$ cat config.mk
export PLATFORM = sky130hd
export DESIGN_NAME = stable_priority_queue_decrease_key_unit_flat
export DESIGN_NICKNAME = d
export VERILOG_FILES = /design/src/spqdk_pkg.sv /design/src/spqdk_ifs.sv /design/src/spqdk_ram.sv /design/src/spqdk_cmp.sv /design/src/stable_priority_queue_decrease_key_unit.sv /design/src/flat_wrapper.sv
export SDC_FILE = /design/constraint.sdc
export NUM_CORES = 2
export LEC_CHECK = 0
export BUFFER_PORTS_ARGS = -buffer_cell sky130_fd_sc_hd__buf_2
export CAP_MARGIN = 10
export CORE_ASPECT_RATIO = 0.9
export CORE_MARGIN = 5
export CORE_UTILIZATION = 46
export CTS_CLUSTER_DIAMETER = 80
export DETAILED_ROUTE_END_ITERATION = 16
export GPL_ROUTABILITY_DRIVEN = 0
export PLACE_DENSITY_LB_ADDON = 0.25
export SKIP_CTS_REPAIR_TIMING = 1
export SLEW_MARGIN = 10
export SYNTH_ARGS = -nofsm -noshare
export SYNTH_HDL_FRONTEND = slang
export SYNTH_SLANG_ARGS = --single-unit
$ cat constraint.sdc
create_clock -name i_clk -period 11.22 [get_ports i_clk]
set_clock_uncertainty 0.1 [all_clocks]
set_input_delay 1.122 -clock i_clk [delete_from_list [all_inputs] [get_ports i_clk]]
set_output_delay 1.122 -clock i_clk [all_outputs]
set_load 0.1 [all_outputs]
$ cat src/spqdk_pkg.sv
// Shared types and codes for the stable priority queue with decrease-key.
`timescale 1ns / 1ps
`default_nettype none

package spqdk_pkg;

    typedef enum logic [1:0] {
        CMD_INSERT = 2'd0,
        CMD_POP    = 2'd1,
        CMD_LOWER  = 2'd2,
        CMD_CLEAR  = 2'd3
    } t_cmd;

    typedef enum logic [2:0] {
        ST_OK        = 3'd0,
        ST_EMPTY     = 3'd1,
        ST_NOT_FOUND = 3'd2,
        ST_NOT_LESS  = 3'd3,
        ST_FULL      = 3'd4
    } t_status;

    typedef enum logic [3:0] {
        S_IDLE,
        S_SIFT_RD,
        S_SIFT_CMP,
        S_SIFT_PUT,
        S_POP_RD0,
        S_POP_KEY,
        S_POP_RD,
        S_POP_WR,
        S_FIND_RD,
        S_FIND_CMP,
        S_HEAD,
        S_DONE
    } t_state;

    // Result of the shared compare unit against the working key and priority.
    typedef struct packed {
        logic prio_gt;
        logic key_eq;
    } t_cmp_res;

endpackage

`default_nettype wire

$ cat src/spqdk_ifs.sv
// Request and response channel interfaces of the priority queue.
`timescale 1ns / 1ps
`default_nettype none

interface spqdk_req_if #(
    parameter int KEY_BITS  = 16,
    parameter int PRIO_BITS = 16
);
    logic                        valid;
    logic                        ready;
    logic [1:0]                  cmd;
    logic [KEY_BITS-1:0]         item_key;
    logic signed [PRIO_BITS-1:0] item_priority;

    modport source (output valid, cmd, item_key, item_priority, input ready);
    modport sink   (input valid, cmd, item_key, item_priority, output ready);
endinterface

interface spqdk_rsp_if #(
    parameter int KEY_BITS  = 16,
    parameter int PRIO_BITS = 16,
    parameter int CNT_W     = 7
);
    logic                        valid;
    logic                        ready;
    logic [2:0]                  status;
    logic [KEY_BITS-1:0]         popped_key;
    logic signed [PRIO_BITS-1:0] old_priority;
    logic                        head_valid;
    logic [KEY_BITS-1:0]         head_key;
    logic signed [PRIO_BITS-1:0] head_priority;
    logic [CNT_W-1:0]            entry_count;

    modport source (output valid, status, popped_key, old_priority, head_valid,
                    head_key, head_priority, entry_count, input ready);
    modport sink   (input valid, status, popped_key, old_priority, head_valid,
                    head_key, head_priority, entry_count, output ready);
endinterface

`default_nettype wire

$ cat src/spqdk_ram.sv
// Simple dual-port slot memory with one write port and one registered read port.
`timescale 1ns / 1ps
`default_nettype none

module spqdk_ram #(
    parameter int DEPTH = 64,
    parameter int WIDTH = 32,
    localparam int AW   = $clog2(DEPTH)
) (
    input  wire logic             i_clk,
    input  wire logic             i_we,
    input  wire logic [AW-1:0]    i_waddr,
    input  wire logic [WIDTH-1:0] i_wdata,
    input  wire logic [AW-1:0]    i_raddr,
    output logic      [WIDTH-1:0] o_rdata
);

    logic [WIDTH-1:0] r_mem [DEPTH];

    always_ff @(posedge i_clk) begin
        if (i_we) begin
            r_mem[i_waddr] <= i_wdata;
        end
    end

    always_ff @(posedge i_clk) begin
        o_rdata <= r_mem[i_raddr];
    end

endmodule

`default_nettype wire

$ cat src/spqdk_cmp.sv
// Shared compare unit: slot priority versus working priority, slot key versus working key.
`timescale 1ns / 1ps
`default_nettype none

module spqdk_cmp #(
    parameter int KEY_BITS  = 16,
    parameter int PRIO_BITS = 16
) (
    input  wire logic [KEY_BITS-1:0]         i_slot_key,
    input  wire logic signed [PRIO_BITS-1:0] i_slot_prio,
    input  wire logic [KEY_BITS-1:0]         i_ref_key,
    input  wire logic signed [PRIO_BITS-1:0] i_ref_prio,
    output spqdk_pkg::t_cmp_res              o_res
);

    always_comb begin
        o_res.prio_gt = (i_slot_prio > i_ref_prio);
        o_res.key_eq  = (i_slot_key == i_ref_key);
    end

endmodule

`default_nettype wire

$ cat src/stable_priority_queue_decrease_key_unit.sv
// Commands are served one at a time, visiting slots in turn through the RAM read port and
// the shared comparator: insert walks from the tail, pop shifts every remaining entry,
// lower priority scans for the key and then moves it forward. A new command is taken
// while the last result still waits in the response register.
// Reset (synchronous, active low) empties the queue; slot memory is not initialized.
`timescale 1ns / 1ps
`default_nettype none

module stable_priority_queue_decrease_key_unit #(
    parameter int CAPACITY  = 64,
    parameter int KEY_BITS  = 16,
    parameter int PRIO_BITS = 16,
    localparam int AW       = $clog2(CAPACITY),
    localparam int CNT_W    = $clog2(CAPACITY + 1),
    localparam int EW       = KEY_BITS + PRIO_BITS
) (
    input  wire logic   i_clk,
    input  wire logic   i_rst_n,
    spqdk_req_if.sink   i_req,
    spqdk_rsp_if.source o_rsp
);

    spqdk_pkg::t_state  r_state, n_state;

    logic [KEY_BITS-1:0]         r_key;
    logic signed [PRIO_BITS-1:0] r_prio;
    logic [AW-1:0]               r_k;
    logic [CNT_W-1:0]            r_count;
    spqdk_pkg::t_status          r_status;
    logic [KEY_BITS-1:0]         r_popped;
    logic signed [PRIO_BITS-1:0] r_oldp;

    logic                        r_rsp_valid;
    spqdk_pkg::t_status          r_o_status;
    logic [KEY_BITS-1:0]         r_o_popped;
    logic signed [PRIO_BITS-1:0] r_o_oldp;
    logic                        r_o_head_valid;
    logic [KEY_BITS-1:0]         r_o_head_key;
    logic signed [PRIO_BITS-1:0] r_o_head_prio;
    logic [CNT_W-1:0]            r_o_count;

    logic                        ram_we;
    logic [AW-1:0]               ram_waddr;
    logic [EW-1:0]               ram_wdata;
    logic [AW-1:0]               ram_raddr;
    logic [EW-1:0]               ram_rdata;
    logic [KEY_BITS-1:0]         rd_key;
    logic signed [PRIO_BITS-1:0] rd_prio;
    spqdk_pkg::t_cmp_res         cmp;

    logic             req_fire;
    logic             rsp_load;
    logic [CNT_W-1:0] k_ext;
    logic             k_next_is_count;
    logic             k_is_count;
    logic             queue_full;
    logic             queue_empty;

    assign rd_key          = ram_rdata[EW-1:PRIO_BITS];
    assign rd_prio         = ram_rdata[PRIO_BITS-1:0];
    assign req_fire        = i_req.valid && i_req.ready;
    assign rsp_load        = (r_state == spqdk_pkg::S_DONE) && (!r_rsp_valid || o_rsp.ready);
    assign k_ext           = CNT_W'(r_k);
    assign k_next_is_count = ((k_ext + CNT_W'(1)) == r_count);
    assign k_is_count      = (k_ext == r_count);
    assign queue_full      = (r_count == CNT_W'(CAPACITY));
    assign queue_empty     = (r_count == '0);

    spqdk_ram #(
        .DEPTH (CAPACITY),
        .WIDTH (EW)
    ) u_ram (
        .i_clk   (i_clk),
        .i_we    (ram_we),
        .i_waddr (ram_waddr),
        .i_wdata (ram_wdata),
        .i_raddr (ram_raddr),
        .o_rdata (ram_rdata)
    );

    spqdk_cmp #(
        .KEY_BITS  (KEY_BITS),
        .PRIO_BITS (PRIO_BITS)
    ) u_cmp (
        .i_slot_key  (rd_key),
        .i_slot_prio (rd_prio),
        .i_ref_key   (r_key),
        .i_ref_prio  (r_prio),
        .o_res       (cmp)
    );

    // Next-state logic of the sequencer.
    always_comb begin
        n_state = r_state;
        unique case (r_state)
            spqdk_pkg::S_IDLE: begin
                if (req_fire) begin
                    unique case (spqdk_pkg::t_cmd'(i_req.cmd))
                        spqdk_pkg::CMD_INSERT: begin
                            if (queue_full) n_state = spqdk_pkg::S_HEAD;
                            else if (queue_empty) n_state = spqdk_pkg::S_SIFT_PUT;
                            else n_state = spqdk_pkg::S_SIFT_RD;
                        end
                        spqdk_pkg::CMD_POP: begin
                            n_state = queue_empty ? spqdk_pkg::S_HEAD : spqdk_pkg::S_POP_RD0;
                        end
                        spqdk_pkg::CMD_LOWER: begin
                            n_state = queue_empty ? spqdk_pkg::S_HEAD : spqdk_pkg::S_FIND_RD;
                        end
                        spqdk_pkg::CMD_CLEAR: n_state = spqdk_pkg::S_HEAD;
                    endcase
                end
            end
            spqdk_pkg::S_SIFT_RD: n_state = spqdk_pkg::S_SIFT_CMP;
            spqdk_pkg::S_SIFT_CMP: begin
                if (cmp.prio_gt && (r_k != AW'(1))) n_state = spqdk_pkg::S_SIFT_RD;
                else n_state = spqdk_pkg::S_SIFT_PUT;
            end
            spqdk_pkg::S_SIFT_PUT: n_state = spqdk_pkg::S_HEAD;
            spqdk_pkg::S_POP_RD0:  n_state = spqdk_pkg::S_POP_KEY;
            spqdk_pkg::S_POP_KEY: begin
                n_state = (r_count == CNT_W'(1)) ? spqdk_pkg::S_HEAD : spqdk_pkg::S_POP_RD;
            end
            spqdk_pkg::S_POP_RD: n_state = spqdk_pkg::S_POP_WR;
            spqdk_pkg::S_POP_WR: begin
                n_state = k_is_count ? spqdk_pkg::S_HEAD : spqdk_pkg::S_POP_RD;
            end
            spqdk_pkg::S_FIND_RD: n_state = spqdk_pkg::S_FIND_CMP;
            spqdk_pkg::S_FIND_CMP: begin
                priority if (cmp.key_eq && !cmp.prio_gt) n_state = spqdk_pkg::S_HEAD;
                else if (cmp.key_eq && (r_k == '0)) n_state = spqdk_pkg::S_SIFT_PUT;
                else if (cmp.key_eq) n_state = spqdk_pkg::S_SIFT_RD;
                else if (k_next_is_count) n_state = spqdk_pkg::S_HEAD;
                else n_state = spqdk_pkg::S_FIND_RD;
            end
            spqdk_pkg::S_HEAD: n_state = spqdk_pkg::S_DONE;
            spqdk_pkg::S_DONE: begin
                if (rsp_load) n_state = spqdk_pkg::S_IDLE;
            end
            default: n_state = spqdk_pkg::S_IDLE;
        endcase
    end

    // Memory port and handshake controls decoded from the state.
    always_comb begin
        i_req.ready = (r_state == spqdk_pkg::S_IDLE);
        ram_we      = 1'b0;
        ram_waddr   = r_k;
        ram_wdata   = ram_rdata;
        ram_raddr   = '0;
        unique case (r_state)
            spqdk_pkg::S_SIFT_RD:  ram_raddr = r_k - AW'(1);
            spqdk_pkg::S_SIFT_CMP: ram_we = cmp.prio_gt;
            spqdk_pkg::S_SIFT_PUT: begin
                ram_we    = 1'b1;
                ram_wdata = {r_key, r_prio};
            end
            spqdk_pkg::S_POP_RD: ram_raddr = r_k;
            spqdk_pkg::S_POP_WR: begin
                ram_we    = 1'b1;
                ram_waddr = r_k - AW'(1);
            end
            spqdk_pkg::S_FIND_RD: ram_raddr = r_k;
            default: ;
        endcase
    end

    always_ff @(posedge i_clk) begin
        if (!i_rst_n) begin
            r_state <= spqdk_pkg::S_IDLE;
        end else begin
            r_state <= n_state;
        end
    end

    // Working registers of the command in progress.
    always_ff @(posedge i_clk) begin
        if (!i_rst_n) begin
            r_count <= '0;
        end else begin
            unique case (r_state)
                spqdk_pkg::S_IDLE: begin
                    if (req_fire) begin
                        r_key    <= i_req.item_key;
                        r_prio   <= i_req.item_priority;
                        r_popped <= '0;
                        r_oldp   <= '0;
                        unique case (spqdk_pkg::t_cmd'(i_req.cmd))
                            spqdk_pkg::CMD_INSERT: begin
                                // Insertion starts at the free slot behind the tail.
                                r_k <= r_count[AW-1:0];
                                if (queue_full) begin
                                    r_status <= spqdk_pkg::ST_FULL;
                                end else begin
                                    r_status <= spqdk_pkg::ST_OK;
                                    r_count  <= r_count + CNT_W'(1);
                                end
                            end
                            spqdk_pkg::CMD_POP: begin
                                r_k      <= '0;
                                r_status <= queue_empty ? spqdk_pkg::ST_EMPTY
                                                        : spqdk_pkg::ST_OK;
                            end
                            spqdk_pkg::CMD_LOWER: begin
                                r_k      <= '0;
                                r_status <= queue_empty ? spqdk_pkg::ST_NOT_FOUND
                                                        : spqdk_pkg::ST_OK;
                            end
                            spqdk_pkg::CMD_CLEAR: begin
                                r_k      <= '0;
                                r_status <= spqdk_pkg::ST_OK;
                                r_count  <= '0;
                            end
                        endcase
                    end
                end
                spqdk_pkg::S_SIFT_CMP: begin
                    if (cmp.prio_gt) r_k <= r_k - AW'(1);
                end
                spqdk_pkg::S_POP_KEY: begin
                    r_popped <= rd_key;
                    r_count  <= r_count - CNT_W'(1);
                    r_k      <= AW'(1);
                end
                spqdk_pkg::S_POP_WR: r_k <= r_k + AW'(1);
                spqdk_pkg::S_FIND_CMP: begin
                    if (cmp.key_eq && !cmp.prio_gt) begin
                        r_status <= spqdk_pkg::ST_NOT_LESS;
                        r_oldp   <= rd_prio;
                    end else if (!cmp.key_eq) begin
                        if (k_next_is_count) r_status <= spqdk_pkg::ST_NOT_FOUND;
                        else r_k <= r_k + AW'(1);
                    end
                end
                default: ;
            endcase
        end
    end

    // Response register; the head slot was read in the cycle before the load.
    always_ff @(posedge i_clk) begin
        if (!i_rst_n) begin
            r_rsp_valid <= 1'b0;
        end else if (rsp_load) begin
            r_rsp_valid <= 1'b1;
        end else if (o_rsp.ready) begin
            r_rsp_valid <= 1'b0;
        end
    end

    always_ff @(posedge i_clk) begin
        if (rsp_load) begin
            r_o_status     <= r_status;
            r_o_popped     <= r_popped;
            r_o_oldp       <= r_oldp;
            r_o_head_valid <= !queue_empty;
            r_o_head_key   <= queue_empty ? '0 : rd_key;
            r_o_head_prio  <= queue_empty ? '0 : rd_prio;
            r_o_count      <= r_count;
        end
    end

    assign o_rsp.valid         = r_rsp_valid;
    assign o_rsp.status        = r_o_status;
    assign o_rsp.popped_key    = r_o_popped;
    assign o_rsp.old_priority  = r_o_oldp;
    assign o_rsp.head_valid    = r_o_head_valid;
    assign o_rsp.head_key      = r_o_head_key;
    assign o_rsp.head_priority = r_o_head_prio;
    assign o_rsp.entry_count   = r_o_count;

endmodule

`default_nettype wire

$ cat src/flat_wrapper.sv
// flat-port wrapper written by rule: the top's interface ports become plain ports
module stable_priority_queue_decrease_key_unit_flat 
#(
    parameter int CAPACITY  = 64,
    parameter int KEY_BITS  = 16,
    parameter int PRIO_BITS = 16,
    localparam int AW       = $clog2(CAPACITY),
    localparam int CNT_W    = $clog2(CAPACITY + 1),
    localparam int EW       = KEY_BITS + PRIO_BITS
)
  (i_clk, i_rst_n, i_req_valid, i_req_cmd, i_req_item_key, i_req_item_priority, i_req_ready, o_rsp_valid, o_rsp_status, o_rsp_popped_key, o_rsp_old_priority, o_rsp_head_valid, o_rsp_head_key, o_rsp_head_priority, o_rsp_entry_count, o_rsp_ready);
  spqdk_req_if #(.KEY_BITS(KEY_BITS), .PRIO_BITS(PRIO_BITS)) i_req_i ();
  spqdk_rsp_if #(.KEY_BITS(KEY_BITS), .PRIO_BITS(PRIO_BITS), .CNT_W(7)) o_rsp_i ();
  input  wire logic i_clk;
  input  wire logic i_rst_n;
  input wire logic [$bits(i_req_i.valid)-1:0] i_req_valid;
  input wire logic [$bits(i_req_i.cmd)-1:0] i_req_cmd;
  input wire logic [$bits(i_req_i.item_key)-1:0] i_req_item_key;
  input wire logic [$bits(i_req_i.item_priority)-1:0] i_req_item_priority;
  output wire logic [$bits(i_req_i.ready)-1:0] i_req_ready;
  output wire logic [$bits(o_rsp_i.valid)-1:0] o_rsp_valid;
  output wire logic [$bits(o_rsp_i.status)-1:0] o_rsp_status;
  output wire logic [$bits(o_rsp_i.popped_key)-1:0] o_rsp_popped_key;
  output wire logic [$bits(o_rsp_i.old_priority)-1:0] o_rsp_old_priority;
  output wire logic [$bits(o_rsp_i.head_valid)-1:0] o_rsp_head_valid;
  output wire logic [$bits(o_rsp_i.head_key)-1:0] o_rsp_head_key;
  output wire logic [$bits(o_rsp_i.head_priority)-1:0] o_rsp_head_priority;
  output wire logic [$bits(o_rsp_i.entry_count)-1:0] o_rsp_entry_count;
  input wire logic [$bits(o_rsp_i.ready)-1:0] o_rsp_ready;
  assign i_req_i.valid = i_req_valid;
  assign i_req_i.cmd = i_req_cmd;
  assign i_req_i.item_key = i_req_item_key;
  assign i_req_i.item_priority = i_req_item_priority;
  assign i_req_ready = i_req_i.ready;
  assign o_rsp_valid = o_rsp_i.valid;
  assign o_rsp_status = o_rsp_i.status;
  assign o_rsp_popped_key = o_rsp_i.popped_key;
  assign o_rsp_old_priority = o_rsp_i.old_priority;
  assign o_rsp_head_valid = o_rsp_i.head_valid;
  assign o_rsp_head_key = o_rsp_i.head_key;
  assign o_rsp_head_priority = o_rsp_i.head_priority;
  assign o_rsp_entry_count = o_rsp_i.entry_count;
  assign o_rsp_i.ready = o_rsp_ready;
  stable_priority_queue_decrease_key_unit #(.CAPACITY(CAPACITY), .KEY_BITS(KEY_BITS), .PRIO_BITS(PRIO_BITS)) u_core (.i_clk(i_clk), .i_rst_n(i_rst_n), .i_req(i_req_i), .o_rsp(o_rsp_i));
endmodule
==> run metrics <==
status finished clean; 1st-iter DRT viols between 8000 and 9000; sequential fraction of the synthesis area 0.7535; minimum clock period about 6600 ps; top_reg_cell synth edfxtp_1; RSZ-0062 raised after global routing no; crit-path max FO 82; DRT antenna net count 0; clk_lat worst skew 850 ps; Post-synth EDFFs roughly 2200; Setup Viol. Count Final 0; Final Hold Viols 0; clock sink count about 2200; #FFs+latches synth around 2200; crit path DAT roughly 7300 ps; Synth Net Count approximately 6300; mean area per synthesized cell around 14 um2; Hold Path Stages 0; vias in the first global route approximately 52000; via count roughly 56000; mapped cell area 88690 um2; Worst Hold Class flip-flop to flip-flop; f_max ~150 MHz; CTS buffer count between 200 and 250; largest area contributor in the netlist edfxtp_1; CTS tree built; die height 426.6 um; number of distinct library cells after synthesis 74; die area 201700 um2; Gate Count Post-Synth 6212; Hold Startpoint u_core.r_popped[15]; Tcrit/Tclk final 0.5838; residual DRC count 0; Final Util 0.5191; clk buf depth 3; most frequent cells in the layout 2196 x edfxtp_1, 1323 x nand2_1, 364 x a21oi_1, 231 x a32oi_1, 220 x clkbuf_16; initial antenna violation count 27; overall power ~27 mW; Overflow after GRT 0; reg-to-reg endpoint u_core.u_ram.o_rdata[12]; Synth async-reset ratio 0; Via density between 6 and 7; share of the synthesized area in the top cell type 0.7436; maxcap violations 0; hold endpoint u_core.o_rsp.popped_key[15]; Critical Path End Type flip-flop; crit start category flip-flop; DR pass1 iterations 8; Area contributors post-synth edfxtp_1 74%, nand2_1 5.6%, a32oi_1 2.3%; H-tree Lvls 4; IO Port Bufs ~110; clock slew at reported path FFs roughly 60 ps; GRT Util Overall 0.2559; setup tns final 0 ps; share of layout cells above drive strength 1 0.1136; R2R cell count 13; Crit Reg-Reg Startpoint u_core.r_k[0]; std cell rows around 150; Ports approximately 120; Leakage ~32 nW; Core Area about 190000 um2; synth warn 0; worst slew pin tran roughly 1300 ps; Area Growth Syn to Fin 11.99%; Starting Density 0.4635; Max Slew Vio Count 0; relative slew slack 0.1317; pin count of the biggest net entering global routing between 150 and 200; DP HPWL 139.0 mm; final WL 263.1 mm; Peak supply drop about 0.22 mV; first-pass GRT wire length 377.2 mm; die width between 400 and 500 um; Clock Root Buffer clkbuf_16; Nets roughly 6300; reg-to-reg slack, setup 4670 ps; PwrDens approximately 270 nW/um2; Avg WL per Cell approximately 30 um; WS Path Type flip-flop to flip-flop; commonest non-fill, non-tap cell in the layout edfxtp_1; Critical Path RT approximately 12000 ps
[layout make-up]
class | count | area, um2
Antenna cell | 18 | 45.04
Clock buffer | 298 | 5888
Clock inverter | 110 | 977.2
Fill cell | 15820 | 92010
Inverter | 29 | 108.9
Multi-Input combinational cell | 3485 | 20270
Sequential cell | 2240 | 66820
Tap cell | 2541 | 3179
Timing Repair Buffer | 288 | 2027
[cell usage after synthesis, types with 49 or more instances]
cell	count
a32oi_1	231
a22oi_1	65
and2_1	64
a211oi_1	149
edfxtp_1	2196
o21ai_0	62
nor2_1	52
nand2_1	1329
and3_1	120
a221oi_1	49
a21oi_1	365
nand3_1	210
a311oi_1	103
a31oi_1	99
nor3_1	100
buf_1	75
nor2b_1	59
buf_2	162
clkbuf_1	205
o22ai_1	61
mux2i_1	86
[metrics by stage]
step	worst slack [ps]	hold slack, ps	cell area (um2)	cells
after floorplan	5951	300.3	88690	6212
after global placement	4558	302.2	92370	8582
after detailed placement	4745	304.5	92390	8583
after CTS	4725	295.5	99260	8991
after global routing	4443	314.1	99280	8993
final	4670	318.4	99320	9009
[sequential cells by signal, indices dropped and copies added, names as in the netlist, 16 cells and up]
register and flops:
u_core.r_prio 16, u_core.r_oldp 16, u_core.o_rsp.popped_key 16, u_core.o_rsp.head_key 16
u_core.u_ram.r_mem 2048, u_core.r_popped 16, u_core.o_rsp.old_priority 16, u_core.o_rsp.head_priority 16
u_core.r_key 16, u_core.u_ram.o_rdata 32
[worst max-delay path by stage]
| stage | startpoint | end | slack, ps | cells after the start |
|---|---|---|---|---|
| after floorplan | u_core.r_prio[5] | u_core.u_ram.r_mem[6][0] | 5950 | 10 |
| after CTS | u_core.r_k[0] | u_core.u_ram.o_rdata[12] | 4730 | 13 |
| after global placement | u_core.r_state[0] | u_core.u_ram.o_rdata[1] | 4560 | 11 |
| after global routing | u_core.r_k[0] | u_core.u_ram.o_rdata[12] | 4440 | 13 |
| after detailed placement | u_core.r_k[0] | u_core.u_ram.o_rdata[12] | 4750 | 13 |
| final | u_core.r_k[0] | u_core.u_ram.o_rdata[12] | 4670 | 13 |
[layer usage]
layer,share of wire,routed length [um],track usage,up-vias
met4,0.038,10120,0.09706,20
li1,-,-,-,24040
met2,0.45,118700,0.3920,3224
met3,0.11,28760,0.05539,489
met5,0.00051,134,0,-
met1,0.40,105400,0.3615,28170
[critical path, cell delays in order, from the launching register on]
cell      delay [ps]
edfxtp_1         690
inv_1            160
ha_1             400
nor4b_1          520
o21ai_4          170
buf_4            340
nand2_4          690
buf_4            770
buf_4            840
nand2_1          110
a32oi_1          250
o22ai_1          140
nor3_1           980
or3_1            210
[cell families after synthesis]
logic type,count (synthesis),share of synthesized area
AND/OR/NAND/NOR,2027,0.1006
adder cells (fa/ha/maj),27,0.003809
AO/OA/AOI/OAI,1278,0.1013
XOR/XNOR,35,0.003457
buffers and inverters,487,0.02366
flip-flops,2240,0.7535
multiplexers,118,0.01377
[where the power goes]
part	internal [mW]	switching, mW
clock network	3.97	3.10
registers	10.8	0.326
logic	2.01	6.56
total	16.8	9.98
Power figures use the tool's default switching activity.
